## src/rtl/hsc_pkg.sv

```systemverilog
// Hamming SEC codec package: payload word types, operation codes, field
// widths and register map constants. No dependencies.

package hsc_pkg;

  // Field widths
  localparam int unsigned WORD_W = 63;  // code word / data word
  localparam int unsigned DATA_W = 57;  // data positions in a 63-bit code word
  localparam int unsigned LEN_W  = 6;   // code_length, data_length
  localparam int unsigned SYN_W  = 6;   // syndrome
  localparam int unsigned CBC_W  = 3;   // check bit count
  localparam int unsigned MODE_W = 2;

  // Configuration register map
  localparam int unsigned APB_DATA_W = 32;
  localparam int unsigned APB_ADDR_W = 3;
  localparam int unsigned REG_IDX_W  = 1;
  localparam logic [REG_IDX_W-1:0] REG_CODE_LENGTH = 1'b0;
  localparam logic [REG_IDX_W-1:0] REG_DATA_LENGTH = 1'b1;

  localparam logic [LEN_W-1:0] CODE_LENGTH_RST = 6'd7;
  localparam logic [LEN_W-1:0] DATA_LENGTH_RST = 6'd4;

  // Operation codes; the spare code behaves as check
  typedef enum logic [MODE_W-1:0] {
    MODE_ENCODE = 2'd0,
    MODE_DECODE = 2'd1,
    MODE_CHECK  = 2'd2
  } mode_e;

  typedef struct packed {
    logic [MODE_W-1:0] mode;
    logic [WORD_W-1:0] word;
  } in_word_t;

  typedef struct packed {
    logic [WORD_W-1:0] result_word;
    logic [CBC_W-1:0]  check_bit_count;
    logic [SYN_W-1:0]  syndrome;
    logic              valid_res;
    logic              corrected;
    logic              length_error;
  } out_word_t;

endpackage

```

## src/rtl/hsc_syndrome.sv

```systemverilog
// Hamming syndrome: one XOR tree per check bit over a 63-bit word.
// Depends on hsc_pkg.

module hsc_syndrome (
  input  logic [hsc_pkg::WORD_W-1:0] word_i,
  output logic [hsc_pkg::SYN_W-1:0]  syndrome_o
);

  // Positions covered by check bit j: every position whose index has bit j set
  function automatic logic [hsc_pkg::WORD_W-1:0] cover_mask(input int unsigned j);
    logic [hsc_pkg::WORD_W-1:0] m;
    m = '0;
    for (int unsigned i = 1; i <= hsc_pkg::WORD_W; i++) begin
      m[i-1] = ((i >> j) & 1) != 0;
    end
    return m;
  endfunction

  for (genvar j = 0; j < hsc_pkg::SYN_W; j++) begin : g_par
    localparam logic [hsc_pkg::WORD_W-1:0] Cover = cover_mask(j);
    assign syndrome_o[j] = ^(word_i & Cover);
  end

endmodule

```

## src/rtl/hsc_core.sv

```systemverilog
// Hamming SEC transform for one word: scatter/gather of data positions,
// parity, single-bit correction. Combinational. Depends on hsc_pkg, hsc_syndrome.

module hsc_core #(
  parameter int unsigned MAX_CODE_BITS = 63
) (
  input  logic [hsc_pkg::LEN_W-1:0] code_length_i,
  input  logic [hsc_pkg::LEN_W-1:0] data_length_i,
  input  hsc_pkg::in_word_t         in_word_i,
  output hsc_pkg::out_word_t        out_word_o
);

  // Number of bits needed to hold i; also counts the powers of two up to i
  function automatic int unsigned bit_len(input int unsigned i);
    int unsigned b;
    b = 0;
    for (int unsigned k = 0; k < 7; k++) begin
      if ((i >> k) != 0) b = k + 1;
    end
    return b;
  endfunction

  function automatic bit is_pow2(input int unsigned i);
    return (i != 0) && ((i & (i - 1)) == 0);
  endfunction

  logic [hsc_pkg::LEN_W-1:0]  n;
  logic [hsc_pkg::CBC_W-1:0]  r;
  logic [hsc_pkg::WORD_W-1:0] nmask;
  logic [hsc_pkg::WORD_W-1:0] w_masked;
  logic [hsc_pkg::WORD_W-1:0] scat;
  logic [hsc_pkg::WORD_W-1:0] enc_data;
  logic [hsc_pkg::WORD_W-1:0] par_vec;
  logic [hsc_pkg::WORD_W-1:0] syn_word;
  logic [hsc_pkg::WORD_W-1:0] flip_vec;
  logic [hsc_pkg::WORD_W-1:0] w_fixed;
  logic [hsc_pkg::DATA_W-1:0] gath;
  logic [hsc_pkg::SYN_W-1:0]  syn;
  logic                       len_bad;
  logic                       do_flip;

  // Effective code length, clamped to the build maximum
  assign n = (code_length_i > hsc_pkg::LEN_W'(MAX_CODE_BITS)) ?
             hsc_pkg::LEN_W'(MAX_CODE_BITS) : code_length_i;

  // Check bit count is the bit length of n
  always_comb begin
    r = '0;
    for (int unsigned b = 0; b < hsc_pkg::LEN_W; b++) begin
      if (n[b]) r = hsc_pkg::CBC_W'(b + 1);
    end
  end

  assign nmask    = ~({hsc_pkg::WORD_W{1'b1}} << n);
  assign w_masked = in_word_i.word & nmask;

  // Fixed wiring between data bit k and its non-power-of-two position
  for (genvar i = 1; i <= hsc_pkg::WORD_W; i++) begin : g_pos
    if (is_pow2(i)) begin : g_par
      assign scat[i-1] = 1'b0;
    end else begin : g_dat
      localparam int unsigned K = i - bit_len(i) - 1;
      assign scat[i-1] = in_word_i.word[K];
      assign gath[K]   = w_fixed[i-1];
    end
  end

  assign enc_data = scat & nmask;

  // One syndrome unit serves both directions
  assign syn_word = (in_word_i.mode == hsc_pkg::MODE_ENCODE) ? enc_data : w_masked;

  hsc_syndrome u_syn (
    .word_i     (syn_word),
    .syndrome_o (syn)
  );

  // Parity bits land on positions 1, 2, 4, ...
  always_comb begin
    par_vec = '0;
    for (int unsigned j = 0; j < hsc_pkg::SYN_W; j++) begin
      par_vec[(1 << j) - 1] = syn[j];
    end
  end

  // Correction only when the syndrome names a position inside the word
  assign do_flip  = (syn != '0) && (syn <= n);
  assign flip_vec = do_flip ? (hsc_pkg::WORD_W'(1) << (syn - hsc_pkg::SYN_W'(1))) : '0;
  assign w_fixed  = w_masked ^ flip_vec;

  assign len_bad = ({1'b0, data_length_i} + {4'b0, r}) != {1'b0, n};

  // Result selection by operation
  always_comb begin
    out_word_o                 = '0;
    out_word_o.check_bit_count = r;
    unique case (in_word_i.mode)
      hsc_pkg::MODE_ENCODE: begin
        out_word_o.length_error = len_bad;
        out_word_o.result_word  = len_bad ? '0 : (enc_data | par_vec);
      end
      hsc_pkg::MODE_DECODE: begin
        out_word_o.result_word = {{(hsc_pkg::WORD_W - hsc_pkg::DATA_W){1'b0}}, gath};
        out_word_o.syndrome    = syn;
        out_word_o.valid_res   = (syn == '0);
        out_word_o.corrected   = do_flip;
      end
      default: begin
        out_word_o.syndrome  = syn;
        out_word_o.valid_res = (syn == '0);
      end
    endcase
  end

endmodule

```

## src/rtl/hamming_sec_codec.sv

```systemverilog
// Hamming SEC codec top level: APB configuration registers, input and
// result registers around the transform. Depends on hsc_pkg, hsc_core.

// One word is taken per clock cycle with no bubbles while in_stall_o is low.
// An accepted word sits in the input register while the whole encode, decode
// or check runs through a single pass of combinational logic, and its result
// is written to the result register once that register is free; out_valid_o
// comes from the result register. The result register lets a
// new word enter while the previous result is still stalled; in_stall_o only
// rises when both registers are full and the output is stalled. code_length
// (address 0) and data_length (address 4) reset to 7 and 4 and should only
// be written while no word is in flight.

module hamming_sec_codec #(
  parameter int unsigned MAX_CODE_BITS = 63
) (
  input  logic                           clk_i,
  input  logic                           rst_ni,
  // configuration port
  input  logic                           psel,
  input  logic                           penable,
  input  logic                           pwrite,
  input  logic [hsc_pkg::APB_ADDR_W-1:0] paddr,
  input  logic [hsc_pkg::APB_DATA_W-1:0] pwdata,
  output logic [hsc_pkg::APB_DATA_W-1:0] prdata,
  output logic                           pready,
  // input channel
  input  logic                           in_valid_i,
  output logic                           in_stall_o,
  input  hsc_pkg::in_word_t              in_word_i,
  // result channel
  output logic                           out_valid_o,
  input  logic                           out_stall_i,
  output hsc_pkg::out_word_t             out_word_o
);

  logic [hsc_pkg::LEN_W-1:0]     code_length_q, code_length_d;
  logic [hsc_pkg::LEN_W-1:0]     data_length_q, data_length_d;
  logic [hsc_pkg::REG_IDX_W-1:0] reg_idx;
  logic                          cfg_wr;

  logic                          s1_valid_q, s1_valid_d;
  hsc_pkg::in_word_t             s1_word_q;
  logic                          out_valid_q, out_valid_d;
  hsc_pkg::out_word_t            out_word_q;
  hsc_pkg::out_word_t            core_word;
  logic                          out_adv;
  logic                          in_acc;

  // Register file
  assign reg_idx = paddr[hsc_pkg::APB_ADDR_W-1 -: hsc_pkg::REG_IDX_W];
  assign cfg_wr  = psel && penable && pwrite && pready;
  assign pready  = 1'b1;

  always_comb begin
    code_length_d = code_length_q;
    data_length_d = data_length_q;
    if (cfg_wr) begin
      unique case (reg_idx)
        hsc_pkg::REG_CODE_LENGTH: code_length_d = pwdata[hsc_pkg::LEN_W-1:0];
        hsc_pkg::REG_DATA_LENGTH: data_length_d = pwdata[hsc_pkg::LEN_W-1:0];
        default: ;
      endcase
    end
  end

  always_comb begin
    unique case (reg_idx)
      hsc_pkg::REG_CODE_LENGTH:
        prdata = {{(hsc_pkg::APB_DATA_W - hsc_pkg::LEN_W){1'b0}}, code_length_q};
      hsc_pkg::REG_DATA_LENGTH:
        prdata = {{(hsc_pkg::APB_DATA_W - hsc_pkg::LEN_W){1'b0}}, data_length_q};
      default:
        prdata = '0;
    endcase
  end

  always_ff @(posedge clk_i or negedge rst_ni) begin
    if (!rst_ni) begin
      code_length_q <= hsc_pkg::CODE_LENGTH_RST;
      data_length_q <= hsc_pkg::DATA_LENGTH_RST;
    end else begin
      code_length_q <= code_length_d;
      data_length_q <= data_length_d;
    end
  end

  // Pipeline flow: result register frees when empty or taken
  assign out_adv    = !out_valid_q || !out_stall_i;
  assign in_stall_o = s1_valid_q && !out_adv;
  assign in_acc     = in_valid_i && !in_stall_o;

  assign s1_valid_d  = in_stall_o ? s1_valid_q : in_valid_i;
  assign out_valid_d = out_adv ? s1_valid_q : out_valid_q;

  always_ff @(posedge clk_i or negedge rst_ni) begin
    if (!rst_ni) begin
      s1_valid_q  <= 1'b0;
      out_valid_q <= 1'b0;
    end else begin
      s1_valid_q  <= s1_valid_d;
      out_valid_q <= out_valid_d;
    end
  end

  // Payload registers
  always_ff @(posedge clk_i) begin
    if (in_acc) s1_word_q <= in_word_i;
    if (out_adv && s1_valid_q) out_word_q <= core_word;
  end

  hsc_core #(
    .MAX_CODE_BITS (MAX_CODE_BITS)
  ) u_core (
    .code_length_i (code_length_q),
    .data_length_i (data_length_q),
    .in_word_i     (s1_word_q),
    .out_word_o    (core_word)
  );

  assign out_valid_o = out_valid_q;
  assign out_word_o  = out_word_q;

endmodule

```

## config.mk

```make
export PLATFORM = sky130hd
export DESIGN_NAME = hamming_sec_codec
export DESIGN_NICKNAME = d
export VERILOG_FILES = /design/src/rtl/hsc_pkg.sv /design/src/rtl/hsc_syndrome.sv /design/src/rtl/hsc_core.sv /design/src/rtl/hamming_sec_codec.sv
export SDC_FILE = /design/constraint.sdc
export NUM_CORES = 1
export LEC_CHECK = 0
export ABC_AREA = 1
export BUFFER_PORTS_ARGS = -buffer_cell sky130_fd_sc_hd__buf_2
export CORE_MARGIN = 10
export CORE_UTILIZATION = 58
export DETAILED_ROUTE_END_ITERATION = 7
export HOLD_SLACK_MARGIN = 0.05
export PLACE_DENSITY = 0.8
export SLEW_MARGIN = 20
export SYNTH_ARGS = -nofsm -noshare
export SYNTH_HDL_FRONTEND = slang
export SYNTH_SLANG_ARGS = --single-unit
```

## constraint.sdc

```tcl
create_clock -name clk_i -period 5.6 [get_ports clk_i]
set_clock_uncertainty 0.05 [all_clocks]
set_input_delay 0.84 -clock clk_i [delete_from_list [all_inputs] [get_ports clk_i]]
set_output_delay 0.84 -clock clk_i [all_outputs]
set_load 0.03 [all_outputs]
```

# After elaboration in Yosys (flattened, before gate mapping)
# Cells that the tools add are included.
[classes] n_reduce_logical=22 n_eq_ne=2 n_mux=12 magnitude_cmp=2 n_addsub=2 n_shift=2 bitwise_logic=6
[ops] op="63-bit parity" n=6
[ops] op="63-bit two-way mux" n=3
[ops] op="63-bit bitwise AND" n=2
[ops] op="63-bit case mux with 2 select lines" n=1
[ops] op="32-bit case mux with 2 select lines" n=1
[ops] op="63-bit NOT" n=1
[ops] op="63-bit by 32-bit bitwise OR with 63-bit output" n=1
[ops] op="1-bit by 6-bit left shift with 63-bit output (first input constant)" n=1
[ops] op="63-bit by 6-bit left shift with 63-bit output (first input constant)" n=1
[ops] op="63-bit bitwise XOR" n=1
[ops] op="3-bit two-way mux" n=3
[ops] op="6-bit by 3-bit adder with 7-bit output" n=1
[ops] op="7-bit by 6-bit != test with 1-bit output" n=1
[ops] op="6-bit > comparator (second input constant)" n=1
[ops] op="6-bit <= comparator" n=1
[ops] op="1-bit logical AND" n=6
[ops] op="6-bit zero test" n=1
[ops] op="6-bit two-way mux" n=1
[ops] op="6-bit nonzero test" n=1
[ops] op="6-bit by 1-bit subtractor with 6-bit output (second input constant)" n=1
[ops] op="1-bit zero test" n=4
[ops] op="2-bit two-way mux" n=2
[ops] op="2-bit AND reduction" n=2
[ops] op="2-bit by 1-bit equality test with 1-bit output (second input constant)" n=1
[ops] op="4 further kinds" n=4
[word_totals] output_inout_bits=110 inputBits=107 wordCells=60 ff_bits=154

# Longest topological paths before layout
# Gate-level depths: netlist of the first run.
[depth] word_depth=12 ltp_mapped=37 depth_no_buf=33

# Hierarchy
# From an unflattened synthesis of the first run, not the netlist that was laid out.
[unflattened] cells_unflattened=1810 hier_area_um2=12456.9
[modules_own_cells] module="hamming_sec_codec" cells_each=255 seq_area_each_um2=4559.4 instances=1 area_each_um2=5073.6
[modules_own_cells] module="hsc_core" cells_each=1007 seq_area_each_um2=0.0 instances=1 area_each_um2=4847.1
[modules_own_cells] module="hsc_syndrome" cells_each=548 seq_area_each_um2=0.0 instances=1 area_each_um2=2536.2

# Least setup slack after synthesis of the first run
# Ideal clock, no wire load.
[synth_path] kind="input -> register" start="in out_stall_i" end="reg out_word_q (netlist bit out_word_o[0]) (enable)" slack_ns=0.619 path_stages=1 t_arrival_ns=4.398 required_ns=5.017 path_buffers=0 setup_time_ns=0.533 cell_sequence="a21oi_1"
[synth_via] elab_chain_len=3
[synth_lines] element="start, declared" line_no="hamming_sec_codec.sv:33" source="input logic out_stall_i,"
[synth_lines] element="1-bit zero test" line_no="hamming_sec_codec.sv:89" source="assign out_adv = !out_valid_q || !out_stall_i;"
[synth_lines] element="1-bit logical OR" line_no="hamming_sec_codec.sv:89"
[synth_lines] element="1-bit logical AND" line_no="hamming_sec_codec.sv:109" source="if (out_adv && s1_valid_q) out_word_q <= core_word;"
[synth_lines] element="end signal, assigned" line_no="hamming_sec_codec.sv:109"
[synth_lines] element="end, declared" line_no="hamming_sec_codec.sv:45" source="hsc_pkg::out_word_t out_word_q;"
# No other way between the ends.
# A chain may end at the register's enable or synchronous reset.

==> impl_table.tex, run 1 <==
\begin{tabular}{lr}
\hline
Metric & Value \\
\hline
\multicolumn{2}{l}{\textbf{Synth}} \\
Part of the Yosys area used for sequential elements & 34.6\% \\
Top FF cell, synth & sky130\_fd\_sc\_hd\_\_edfxtp\_1 \\
Yosys reg bits & 154 \\
Fraction of registers with async set/reset & 9.09\% \\
Mean instance size in the synthesized netlist & 6.47 um\^{}2 \\
Number of distinct library cells after synthesis & 48 \\
Post-synthesis instance area & 0.0132 mm\^{}2 \\
Total number of yosys warnings & 0 \\
Number of enable flip-flop cells after synthesis & 140 \\
Synthesized instance count & 2035 \\
\multicolumn{2}{l}{\textbf{Pwr}} \\
Internal & 2.97 mW \\
Sw power & 3.33 mW \\
Clock group share of total power & 18.6\% \\
Total power after layout & 6.30 mW \\
Logic pwr share & 57.2\% \\
Maximum vdd drop & 351 uV \\
Power density over the cells & 430 mW/mm\^{}2 \\
Lkg Pwr & 7.67 nW \\
Switching share of total power & 52.8\% \\
Flop pwr share & 24.3\% \\
\multicolumn{2}{l}{\textbf{Clock tree}} \\
Clock Path Buffers & 2 \\
Number of H-tree levels & 4 \\
Clk root buf & sky130\_fd\_sc\_hd\_\_clkbuf\_16 \\
Clock Sink Count & 154 \\
Total clock buffers created by CTS & 17 \\
Register clock-pin slew on the reported worst setup and hold paths & 60 ps \\
Clock network latency to the later pin of the worst-skew pair & 440 ps \\
TritonCTS clock tree & built \\
\multicolumn{2}{l}{\textbf{Setup path}} \\
Peak fanout along the critical path & 22 \\
Kind of start point of the critical path & flop \\
Kind of critical path & reg -> reg \\
WP data arrival & 5380 ps \\
Worst path required time & 5710 ps \\
Critical path endpoint category & flop \\
\multicolumn{2}{l}{\textbf{Flow run}} \\
Max-capacitance violation count & 0 \\
\multicolumn{2}{l}{\textbf{Final layout}} \\
Non-filler cells, final & 2467 \\
\# fillers & 2119 \\
Number of nets in the layout & 2285 \\
Area of the multi-input gates & 0.00735 mm\^{}2 \\
Fraction of final layout cells sized beyond drive strength 1 & 15.6\% \\
Layout overhead on the synthesized area & 11.2\% \\
Total non-filler cell area in the finished layout & 0.0147 mm\^{}2 \\
Commonest cells after routing, fill and taps aside & sky130\_fd\_sc\_hd\_\_nand2\_1 (872), sky130\_fd\_sc\_hd\_\_nand3\_1 (305), sky130\_fd\_sc\_hd\_\_inv\_1 (178) \\
Final design utilization & 65.1\% \\
ANT cells & 0 \\
Area taken by flip-flops and latches & 0.00456 mm\^{}2 \\
Leading cell type in the layout, fill and taps excluded & sky130\_fd\_sc\_hd\_\_nand2\_1 \\
\multicolumn{2}{l}{\textbf{Routing}} \\
Number of remaining DRC errors & 0 \\
Count of TritonRoute iterations in the first routing pass & 8 \\
Via count & 14500 \\
Residual antenna-violating net count after detailed routing & 0 \\
Wire length per cell after detailed routing & 20.1 um \\
Post-DR vias/cell & 5.89 \\
DRC marker count from the first detailed-route iteration & 1953 \\
Total wire length after detailed routing & 49.5 mm \\
\multicolumn{2}{l}{\textbf{Placement}} \\
Count of buffers inserted at the top-level ports & 161 \\
Number of placed instances with taps included & 2435 \\
Routability congestion estimate & 1.02 \\
Half-perimeter wire length after detailed placement & 38.4 mm \\
Post-Place Cell Area & 0.0141 mm\^{}2 \\
\multicolumn{2}{l}{\textbf{Floorplanning}} \\
Number of standard-cell rows in the floorplan & 55 \\
I/O pin count & 217 \\
Horizontal die dimension & 171 um \\
Placeable core region & 0.0225 mm\^{}2 \\
Die outline area & 0.0291 mm\^{}2 \\
Die Span Y & 171 um \\
Starting Density & 58.6\% \\
\multicolumn{2}{l}{\textbf{Timing}} \\
Final Hold Viols & 0 \\
Worst slew margin relative to its limit & 29.0\% \\
Measured slew at the worst slew-check pin & 1060 ps \\
Top achievable clock speed & 190 MHz \\
Final critical-path share of the clock period & 94.0\% \\
Setup total negative slack & 0 ps \\
Fin. max-slew vios & 0 \\
Minimum clock period & 5260 ps \\
Setup repair after global routing missed its margin & no \\
Finish-stage setup viols & 0 \\
\multicolumn{2}{l}{\textbf{GRT}} \\
Total grt overflow & 0 \\
Overall Global Routing Usage & 33.4\% \\
Maximum number of pins on one net before global-route repair & 104 \\
Number of antenna violations at the first check in global routing & 0 \\
Vias in the first global route & 13100 \\
First-pass GRT wire length & 74.5 mm \\
\multicolumn{2}{l}{\textbf{Hold path}} \\
Class of the worst hold path & in -> async \\
\multicolumn{2}{l}{\textbf{Run status}} \\
Outcome & completed \\
\hline
\end{tabular}
==> area by class of cell <==
cell class                      instances  share of cell area [%]
Clock buffer                           20                    3.26
Clock inverter                         12                   0.751
Inverter                              199                    5.12
Multi-Input combinational cell       1607                    50.2
Sequential cell                       154                    31.1
Tap cell                              285                    2.43
Timing Repair Buffer                  190                    7.16
==> layer usage <==
layer,wire length (um),track usage (%),up-vias,share of wire (%)
met2,21900,51.7,918,44
met3,6080,6.50,144,12
met5,0,0,-,0
met1,19000,43.9,6667,38
met4,2470,16.4,0,5.0
li1,-,-,6802,-
==> synth_stat cells (3+ instances only) <==
library cell | count | area (um^2)
sky130_fd_sc_hd__a21oi_1 | 6 | 30.0
sky130_fd_sc_hd__buf_1 | 7 | 26.3
sky130_fd_sc_hd__buf_2 | 27 | 135
sky130_fd_sc_hd__buf_4 | 40 | 300
sky130_fd_sc_hd__buf_6 | 11 | 124
sky130_fd_sc_hd__clkbuf_1 | 15 | 56.3
sky130_fd_sc_hd__dfrtp_1 | 10 | 250
sky130_fd_sc_hd__dfstp_2 | 4 | 105
sky130_fd_sc_hd__edfxtp_1 | 140 | 4200
sky130_fd_sc_hd__ha_1 | 8 | 100
sky130_fd_sc_hd__inv_1 | 179 | 672
sky130_fd_sc_hd__inv_2 | 17 | 63.8
sky130_fd_sc_hd__nand2_1 | 874 | 3280
sky130_fd_sc_hd__nand2_2 | 18 | 113
sky130_fd_sc_hd__nand2_4 | 6 | 67.6
sky130_fd_sc_hd__nand3_1 | 305 | 1530
sky130_fd_sc_hd__nand3b_1 | 9 | 67.6
sky130_fd_sc_hd__nand4_1 | 64 | 400
sky130_fd_sc_hd__nor2_1 | 120 | 450
sky130_fd_sc_hd__nor2_2 | 13 | 81.3
sky130_fd_sc_hd__nor2_4 | 6 | 67.6
sky130_fd_sc_hd__nor3_1 | 4 | 20.0
sky130_fd_sc_hd__o21ai_0 | 31 | 155
sky130_fd_sc_hd__o21ai_1 | 23 | 115
sky130_fd_sc_hd__o21ai_2 | 5 | 43.8
sky130_fd_sc_hd__o21bai_1 | 3 | 22.5
sky130_fd_sc_hd__o22ai_1 | 8 | 50.1
sky130_fd_sc_hd__or2_2 | 33 | 206
sky130_fd_sc_hd__xnor2_1 | 13 | 114
sky130_fd_sc_hd__xor2_1 | 13 | 114
==> power by group through the flow <==
stage	logic [mW]	clock network [mW]	registers, mW
after floorplan	2.43	0	1.65
after global placement	3.40	0	1.54
after detailed placement	3.45	0	1.55
after CTS	3.47	1.17	1.52
after global routing	3.88	1.22	1.54
final	3.60	1.17	1.53
==> critical path, cell delays in order, from the launching register on <==
cell	delay [ps]
sky130_fd_sc_hd__dfstp_2	770
sky130_fd_sc_hd__inv_2	320
sky130_fd_sc_hd__nand3_1	240
sky130_fd_sc_hd__nand3_1	240
sky130_fd_sc_hd__o21ai_1	310
sky130_fd_sc_hd__nand2_1	90
sky130_fd_sc_hd__nand2_1	90
sky130_fd_sc_hd__nand2_1	50
sky130_fd_sc_hd__nand2_1	160
sky130_fd_sc_hd__inv_2	60
sky130_fd_sc_hd__nand2_1	110
sky130_fd_sc_hd__nand3b_1	140
sky130_fd_sc_hd__nand3_1	230
sky130_fd_sc_hd__nand2_1	100
sky130_fd_sc_hd__nand2_1	80
sky130_fd_sc_hd__nand2_1	70
sky130_fd_sc_hd__ha_1	290
sky130_fd_sc_hd__nand2_1	90
sky130_fd_sc_hd__inv_1	40
sky130_fd_sc_hd__a221oi_1	300
sky130_fd_sc_hd__nand2_1	90
sky130_fd_sc_hd__inv_1	70
sky130_fd_sc_hd__nand2_2	90
sky130_fd_sc_hd__nand2_4	230
sky130_fd_sc_hd__buf_4	290
sky130_fd_sc_hd__nand4_1	120
sky130_fd_sc_hd__nand3_1	110
sky130_fd_sc_hd__nand2_1	120
==> through the flow <==
stage	worst slack [ps]	hold slack, ps
after floorplan	619	383
after global placement	515	417
after detailed placement	419	432
after CTS	407	241
after global routing	3.24	261
final	336	237
==> worst paths after layout <==
check                                 start                to  slack [ps]  cells after the start
max                        code_length_q[2]    out_word_o[60]         340                     27
min                                  rst_ni        s1_valid_q         240                      1
max reg2reg                code_length_q[2]    out_word_o[60]         340                     27
min reg2reg                      s1_valid_q       out_valid_o         450                      2
max in group asynchronous            rst_ni  code_length_q[1]        4970                      1
min in group clk_i               s1_valid_q       out_valid_o         450                      2
==> repair_timing <==
item,4_1_cts,5_1_grt
hold buffers,0,0
endpoints found under the setup margin,0,22
buffers inserted,0,0
gates resized for setup,0,2
endpoints found under the hold margin,0,0
==> state kept, by name (all words and copies together) (netlist names) <==
| name | flops |
|---|---|
| data_length_q | 6 |
| out_valid_o | 1 |
| code_length_q | 6 |
| out_word_o | 75 |
| s1_valid_q | 1 |
| s1_word_q | 65 |
==> logic make-up after synthesis <==
family          synth area share (%)
xor+xnor                        1.73
fa+ha+maj                      0.912
simple gates                    48.4
other cells                   0.0570
compound gates                  3.71
flops                           34.6
buf+inv                         10.6
Note: power is estimated with default switching activity, not from simulation.
==> run 2, diff against run 1 <==
CORE_UTILIZATION = 55   (was 58)
PLACE_DENSITY = 0.76   (was 0.8)
==> impl_table.tex, run 2 (synthesis results as in run 1) <==
\begin{tabular}{lr}
\hline
Metric & Value \\
\hline
\multicolumn{2}{l}{\textbf{Clock tree}} \\
Clock network latency to the later pin of the worst-skew pair & 440 ps (about the same) \\
Register clock-pin slew on the reported worst setup and hold paths & 70 ps (about the same) \\
Clock Path Buffers & 2 (unchanged) \\
Clock Sink Count & 154 (unchanged) \\
Setup fix buffers added after clock tree synthesis & 0 (unchanged) \\
Total clock buffers created by CTS & 17 (unchanged) \\
Clk root buf & sky130\_fd\_sc\_hd\_\_clkbuf\_16 \\
TritonCTS clock tree & built \\
Number of H-tree levels & 4 (unchanged) \\
\multicolumn{2}{l}{\textbf{Timing}} \\
Minimum clock period & 5290 ps (+26.9 ps) \\
Setup total negative slack & 0 ps (unchanged) \\
Top achievable clock speed & 189 MHz (-0.51\%) \\
Setup repair after global routing missed its margin & no \\
Final Hold Viols & 0 (unchanged) \\
Fin. max-slew vios & 0 (unchanged) \\
Finish-stage setup viols & 0 (unchanged) \\
Final critical-path share of the clock period & 94.5\% (+0.48 points) \\
Worst slew margin relative to its limit & 30.6\% (+1.6 points) \\
Measured slew at the worst slew-check pin & 1040 ps (-23.9 ps) \\
Setup WS post-layout & 309 ps (-26.9 ps) \\
\multicolumn{2}{l}{\textbf{Routing}} \\
Number of remaining DRC errors & 0 (unchanged) \\
DRC marker count from the first detailed-route iteration & 1885 (-3.5\%) \\
Total wire length after detailed routing & 48.7 mm (-1.5\%) \\
Count of TritonRoute iterations in the first routing pass & 7 (-1) \\
Wire length per cell after detailed routing & 19.4 um (-3.1\%) \\
Post-DR vias/cell & 5.71 (-3.0\%) \\
Residual antenna-violating net count after detailed routing & 0 (unchanged) \\
Via count & 14300 (-1.4\%) \\
\multicolumn{2}{l}{\textbf{Pwr}} \\
Sw power & 3.35 mW (+0.47\%) \\
Total power after layout & 6.29 mW (-0.19\%) \\
Maximum vdd drop & 349 uV (-0.52\%) \\
Switching share of total power & 53.2\% (+0.35 points) \\
Lkg Pwr & 7.70 nW (+0.28\%) \\
Logic pwr share & 57.6\% (+0.4 points) \\
Clock group share of total power & 18.2\% (-0.4 points) \\
Power density over the cells & 427 mW/mm\^{}2 (-0.70\%) \\
Internal & 2.95 mW (-0.93\%) \\
Flop pwr share & 24.2\% (about the same) \\
\multicolumn{2}{l}{\textbf{Setup path}} \\
Worst R2R End & out\_word\_o[27] \\
Critical path endpoint category & flop \\
Peak fanout along the critical path & 23 (+4.5\%) \\
Most common cell on crit path & sky130\_fd\_sc\_hd\_\_nand2\_1 \\
Master of the slowest instance on the critical path & sky130\_fd\_sc\_hd\_\_dfrtp\_1 \\
Max stage delay on crit path & 750 ps (-20 ps) \\
Startpoint of the lowest-slack register-to-register path & code\_length\_q[3] \\
Kind of start point of the critical path & flop \\
Worst path required time & 5730 ps (+20 ps) \\
Kind of critical path & reg -> reg \\
WP data arrival & 5430 ps (+50 ps) \\
Register-to-Register Setup Slack & 310 ps (-30 ps) \\
Logic depth of the worst register-to-register path & 31 (+15\%) \\
\multicolumn{2}{l}{\textbf{Final layout}} \\
Commonest cells after routing, fill and taps aside & sky130\_fd\_sc\_hd\_\_nand2\_1 (873), sky130\_fd\_sc\_hd\_\_nand3\_1 (305), sky130\_fd\_sc\_hd\_\_inv\_1 (178) \\
Number of nets in the layout & 2292 (+0.31\%) \\
Leading cell type in the layout, fill and taps excluded & sky130\_fd\_sc\_hd\_\_nand2\_1 \\
Fraction of final layout cells sized beyond drive strength 1 & 15.8\% (+0.18 points) \\
ANT cells & 0 (unchanged) \\
Layout overhead on the synthesized area & 11.8\% \\
Flip-flop count of the largest register after layout & 75 (unchanged) \\
Final design utilization & 62.6\% (-2.6 points) \\
\multicolumn{2}{l}{\textbf{Run status}} \\
Outcome & completed \\
\multicolumn{2}{l}{\textbf{GRT}} \\
Number of antenna violations at the first check in global routing & 0 (unchanged) \\
Maximum number of pins on one net before global-route repair & 86 (-17\%) \\
First-pass GRT wire length & 74.0 mm (-0.66\%) \\
Total grt overflow & 0 (unchanged) \\
Overall Global Routing Usage & 31.0\% (-2.4 points) \\
Vias in the first global route & 13100 (-0.44\%) \\
\multicolumn{2}{l}{\textbf{Floorplanning}} \\
Horizontal die dimension & 175 um (+2.4\%) \\
Placeable core region & 0.0235 mm\^{}2 (+4.6\%) \\
Number of standard-cell rows in the floorplan & 56 (+1.8\%) \\
Die Span Y & 175 um (+2.4\%) \\
Starting Density & 56.0\% (-2.6 points) \\
Die outline area & 0.0305 mm\^{}2 (+4.8\%) \\
I/O pin count & 217 (unchanged) \\
\multicolumn{2}{l}{\textbf{Placement}} \\
Count of buffers inserted at the top-level ports & 161 (unchanged) \\
Post-placement worst setup slack & 412 ps (-6.71 ps) \\
Routability congestion estimate & 1.01 (-0.18\%) \\
Half-perimeter wire length after detailed placement & 38.3 mm (-0.36\%) \\
\multicolumn{2}{l}{\textbf{Flow run}} \\
Max-capacitance violation count & 0 (unchanged) \\
\multicolumn{2}{l}{\textbf{Hold path}} \\
Class of the worst hold path & in -> async \\
\hline
\end{tabular}
[run 2: routing by layer]
layer	wire, um	vias up	GRT usage (%)
met5	0	-	0
met4	2290	0	13.9
met3	5770	148	7.07
met2	20900	869	46.9
met1	19800	6483	41.4
li1	-	6833	-
[run 2: worst max-delay path: cells and delay by family, from the launching register on]
family	cells	cell delay, ps
AO/OA/AOI/OAI	1	100
flip-flops	1	750
AND/OR/NAND/NOR	25	3580
buffers and inverters	4	240
adder cells (fa/ha/maj)	1	270
[run 2: worst max-delay path by stage]
stage	depth (start not counted)	start	endpoint
after floorplan	1	out_stall_i	out_word_o[0]
after global placement	30	code_length_q[4]	out_word_o[41]
after detailed placement	30	code_length_q[4]	out_word_o[41]
after CTS	30	code_length_q[4]	out_word_o[41]
after global routing	31	code_length_q[2]	out_word_o[41]
final	31	code_length_q[3]	out_word_o[27]
[run 2: cell type report]
type | count | area (um^2)
fill | 2290 | 8820
sequential | 154 | 4560
multi-input combinational | 1607 | 7350
timing repair buffer | 197 | 1100
inverter | 199 | 749
tap | 319 | 399
clock buffer | 20 | 468
clock inverter | 12 | 103
[run 2: power by group through the flow]
stage / sequential [mW] / clock [mW] / combinational (mW)
finish: 1.52 / 1.15 / 3.63
global route: 1.53 / 1.19 / 3.91
CTS: 1.52 / 1.15 / 3.52
detailed placement: 1.54 / 0 / 3.50
global placement: 1.54 / 0 / 3.46
floorplan: 1.65 / 0 / 2.43
[run 2: per-stage QoR]
step / hold slack, ps / instances / cell area, um^2
after floorplan: 383 / 2060 / 13300
after global placement: 418 / 2476 / 14200
after detailed placement: 440 / 2476 / 14200
after CTS: 243 / 2508 / 14700
after global routing: 257 / 2508 / 14700
final: 234 / 2508 / 14700
[run 2: repair_timing]
action,CTS,global route
hold buffers,0,0
endpoints found under the setup margin,0,24
gates resized for setup,0,1
==> run 3, diff against run 2 <==
ABC_AREA = not set   (was 1)
PLACE_DENSITY = 0.78   (was 0.76)
==> impl_table.tex, run 3 <==
\begin{tabular}{lr}
\hline
Metric & Value \\
\hline
\multicolumn{2}{l}{\textbf{Final layout}} \\
ANT cells & 0 (unchanged) \\
Fraction of final layout cells sized beyond drive strength 1 & 29.7\% (+14 points) \\
Leading cell type in the layout, fill and taps excluded & sky130\_fd\_sc\_hd\_\_buf\_2 \\
\# fillers & 1526 (-33\%) \\
Commonest cells after routing, fill and taps aside & sky130\_fd\_sc\_hd\_\_buf\_2 (161), sky130\_fd\_sc\_hd\_\_nand2\_1 (145), sky130\_fd\_sc\_hd\_\_edfxtp\_1 (140) \\
Final design utilization & 68.9\% (+6.3 points) \\
Flip-flop count of the largest register after layout & 75 (unchanged) \\
Non-filler cells, final & 1615 (-36\%) \\
Total non-filler cell area in the finished layout & 0.0134 mm\^{}2 (-9.0\%) \\
Layout overhead on the synthesized area & 23.3\% \\
Number of nets in the layout & 1453 (-37\%) \\
\multicolumn{2}{l}{\textbf{Routing}} \\
Total wire length after detailed routing & 40.0 mm (-18\%) \\
DRC marker count from the first detailed-route iteration & 1478 (-22\%) \\
Via count & 10100 (-30\%) \\
Metal3 WL & 5.36 mm (-7.1\%) \\
Residual antenna-violating net count after detailed routing & 0 (unchanged) \\
Number of remaining DRC errors & 0 (unchanged) \\
Highest Signal Layer & met4 \\
Post-DR vias/cell & 6.25 (+9.4\%) \\
Met2 WL & 17.4 mm (-17\%) \\
Wire length per cell after detailed routing & 24.8 um (+28\%) \\
Metal1 wirelength & 16.3 mm (-18\%) \\
Count of TritonRoute iterations in the first routing pass & 6 (-1) \\
\multicolumn{2}{l}{\textbf{Setup path}} \\
Master of the slowest instance on the critical path & sky130\_fd\_sc\_hd\_\_xnor3\_1 \\
Critical path endpoint category & flop \\
Worst path required time & 5700 ps (-30 ps) \\
Kind of critical path & reg -> reg \\
WP data arrival & 5590 ps (+160 ps) \\
Max stage delay on crit path & 460 ps (-290 ps) \\
Register-to-Register Setup Slack & 120 ps (-190 ps) \\
Peak fanout along the critical path & 27 (+17\%) \\
Kind of start point of the critical path & flop \\
Chain of cells forming the critical path & buf\_4 > or2\_2 > buf\_12 > mux2i\_1 > nor2b\_1 > xnor2\_1 > xnor3\_1 > xnor2\_1 > xnor3\_2 > clkinv\_1 > ha\_2 > a21oi\_4 > nand2\_1 > o21ai\_1 > a22o\_2 > mux2i\_2 > buf\_4 > nor4\_1 > xor2\_1 > o21ai\_0 \\
\multicolumn{2}{l}{\textbf{Synth}} \\
Cell with the most instances after synthesis & sky130\_fd\_sc\_hd\_\_nand2\_1 \\
Most used standard cells in the synthesized netlist & sky130\_fd\_sc\_hd\_\_nand2\_1 (146), sky130\_fd\_sc\_hd\_\_edfxtp\_1 (140), sky130\_fd\_sc\_hd\_\_o21ai\_0 (83) \\
Post-synthesis instance area & 0.0109 mm\^{}2 (-17\%) \\
Cell type with the largest total area after synthesis & sky130\_fd\_sc\_hd\_\_edfxtp\_1 \\
Part of the Yosys area used for sequential elements & 41.9\% (+7.3 points) \\
Synthesized instance count & 1112 (-45\%) \\
Number of enable flip-flop cells after synthesis & 140 (unchanged) \\
Yosys reg bits & 154 (unchanged) \\
Top cells by area in the synthesized netlist & sky130\_fd\_sc\_hd\_\_edfxtp\_1 (39\%), sky130\_fd\_sc\_hd\_\_xor2\_1 (5.6\%), sky130\_fd\_sc\_hd\_\_nand2\_1 (5.0\%), sky130\_fd\_sc\_hd\_\_xnor3\_1 (4.8\%), sky130\_fd\_sc\_hd\_\_o21ai\_0 (3.8\%) \\
Mean instance size in the synthesized netlist & 9.78 um\^{}2 (+51\%) \\
Total number of yosys warnings & 0 (unchanged) \\
Area share of the largest cell type after synthesis & 38.7\% (+6.8 points) \\
Top FF cell, synth & sky130\_fd\_sc\_hd\_\_edfxtp\_1 \\
Number of distinct library cells after synthesis & 77 (+60\%) \\
Fraction of registers with async set/reset & 9.09\% (unchanged) \\
\multicolumn{2}{l}{\textbf{Floorplanning}} \\
I/O pin count & 217 (unchanged) \\
Number of standard-cell rows in the floorplan & 51 (-8.9\%) \\
Horizontal die dimension & 161 um (-8.1\%) \\
Die outline area & 0.0258 mm\^{}2 (-16\%) \\
Die Span Y & 161 um (-8.1\%) \\
Placeable core region & 0.0195 mm\^{}2 (-17\%) \\
Starting Density & 55.9\% (-0.10 points) \\
\multicolumn{2}{l}{\textbf{Run status}} \\
Outcome & completed \\
\multicolumn{2}{l}{\textbf{Flow run}} \\
Max-capacitance violation count & 0 (unchanged) \\
\multicolumn{2}{l}{\textbf{Placement}} \\
Number of placed instances with taps included & 1564 (-37\%) \\
Count of buffers inserted at the top-level ports & 161 (unchanged) \\
Post-Place Cell Area & 0.0125 mm\^{}2 (-12\%) \\
Half-perimeter wire length after detailed placement & 30.3 mm (-21\%) \\
Post-placement worst setup slack & -17.9 ps (-430 ps) \\
Routability congestion estimate & 0.995 (-1.9\%) \\
\multicolumn{2}{l}{\textbf{Clock tree}} \\
Clock Path Buffers & 2 (unchanged) \\
Number of H-tree levels & 4 (unchanged) \\
TritonCTS clock tree & built \\
Register clock-pin slew on the reported worst setup and hold paths & 70 ps (about the same) \\
Clock Sink Count & 154 (unchanged) \\
Number of buffers inserted for hold repair after clock tree synthesis & 0 (unchanged) \\
Total clock buffers created by CTS & 17 (unchanged) \\
Clk root buf & sky130\_fd\_sc\_hd\_\_clkbuf\_16 \\
Clock network latency to the later pin of the worst-skew pair & 440 ps (about the same) \\
\multicolumn{2}{l}{\textbf{Timing}} \\
Minimum clock period & 5480 ps (+193 ps) \\
Top achievable clock speed & 182 MHz (-3.5\%) \\
Final Hold Viols & 0 (unchanged) \\
Finish-stage setup viols & 0 (unchanged) \\
Final critical-path share of the clock period & 97.9\% (+3.4 points) \\
Worst slew margin relative to its limit & 40.4\% (+9.8 points) \\
Setup WS post-layout & 116 ps (-193 ps) \\
Measured slew at the worst slew-check pin & 892 ps (-149 ps) \\
Fin. max-slew vios & 0 (unchanged) \\
\multicolumn{2}{l}{\textbf{GRT}} \\
Total grt overflow & 0 (unchanged) \\
Vias in the first global route & 9204 (-30\%) \\
Maximum number of pins on one net before global-route repair & 68 (-21\%) \\
Number of antenna violations at the first check in global routing & 1 (+1) \\
Overall Global Routing Usage & 29.9\% (-1.0 points) \\
First-pass GRT wire length & 58.9 mm (-20\%) \\
\multicolumn{2}{l}{\textbf{Hold path}} \\
Class of the worst hold path & in -> async \\
\hline
\end{tabular}
run 3: cell types whose count changed after synthesis, moves of 54 or more:
cell	before	now
sky130_fd_sc_hd__nand2_1	874	146
sky130_fd_sc_hd__nand3_1	305	66
sky130_fd_sc_hd__inv_1	179	12
sky130_fd_sc_hd__nor2_1	120	48
sky130_fd_sc_hd__xor2_1	13	69
sky130_fd_sc_hd__nand4_1	64	10
run 3: kinds of logic (layout without fill, tap and decap cells):
logic type               count (synthesis)  count (layout)  synth area share [%]
AND/OR/NAND/NOR                        407             407                  18.8
AO/OA/AOI/OAI                          239             239                  14.0
adder cells (fa/ha/maj)                 12              12                  1.39
buffers and inverters                  122             334                  5.54
multiplexers                            38              39                  3.77
other                                    2              27                0.0691
flip-flops                             154             154                  41.9
XOR/XNOR                               138             138                  14.6
run 3: layer usage:
metal  track usage, %  up-vias
met3             7.75       89
li1                 -     4504
met2             43.7      755
met5                0        -
met1             43.5     4752
met4             6.84        0
run 3: final cells by class:
class	instances	area [um^2]	area share [%]
Multi-Input combinational cell	862	5990	44.7
Timing Repair Buffer	285	1870	14.0
Clock buffer	19	464	3.46
Sequential cell	154	4560	34.0
Tap cell	265	332	2.47
Clock inverter	13	116	0.868
Inverter	17	63.8	0.476
run 3: stage by stage:
| stage | setup TNS, ps | hold WS (ps) |
|---|---|---|
| finish | 0 | 230 |
| global route | -112 | 233 |
| CTS | 0 | 229 |
| detailed placement | -17.9 | 423 |
| global placement | 0 | 413 |
| floorplan | 0 | 394 |
run 3: critical path: cells and delay by family (launching register included):
kind / cells / cell delay (ps)
flip-flops: 1 / 440
AO/OA/AOI/OAI: 4 / 630
multiplexers: 2 / 510
XOR/XNOR: 5 / 1590
AND/OR/NAND/NOR: 4 / 970
buffers and inverters: 4 / 670
adder cells (fa/ha/maj): 1 / 310
run 3: final timing paths:
path | startpoint | to | cells after the start
hold / removal | rst_ni | data_length_q[0] | 1
setup reg to reg | s1_word_q[64] | out_word_o[34] | 20
hold reg to reg | s1_valid_q | out_valid_o | 1
min in group clk_i | s1_valid_q | out_valid_o | 1
setup / recovery | s1_word_q[64] | out_word_o[34] | 20
max in group asynchronous | rst_ni | data_length_q[2] | 1
run 3: repair_timing:
item	in CTS	in global routing
setup buffers	2	15
gates resized for setup	0	38
cloned	0	2
hold endpoints to repair	0	0
setup endpoints to repair	20	57
pin swaps	1	13
Power of run 3 is left out: the tool's default activity adds up to more than one toggle a clock period on the data nets, which glitch-free logic cannot reach.
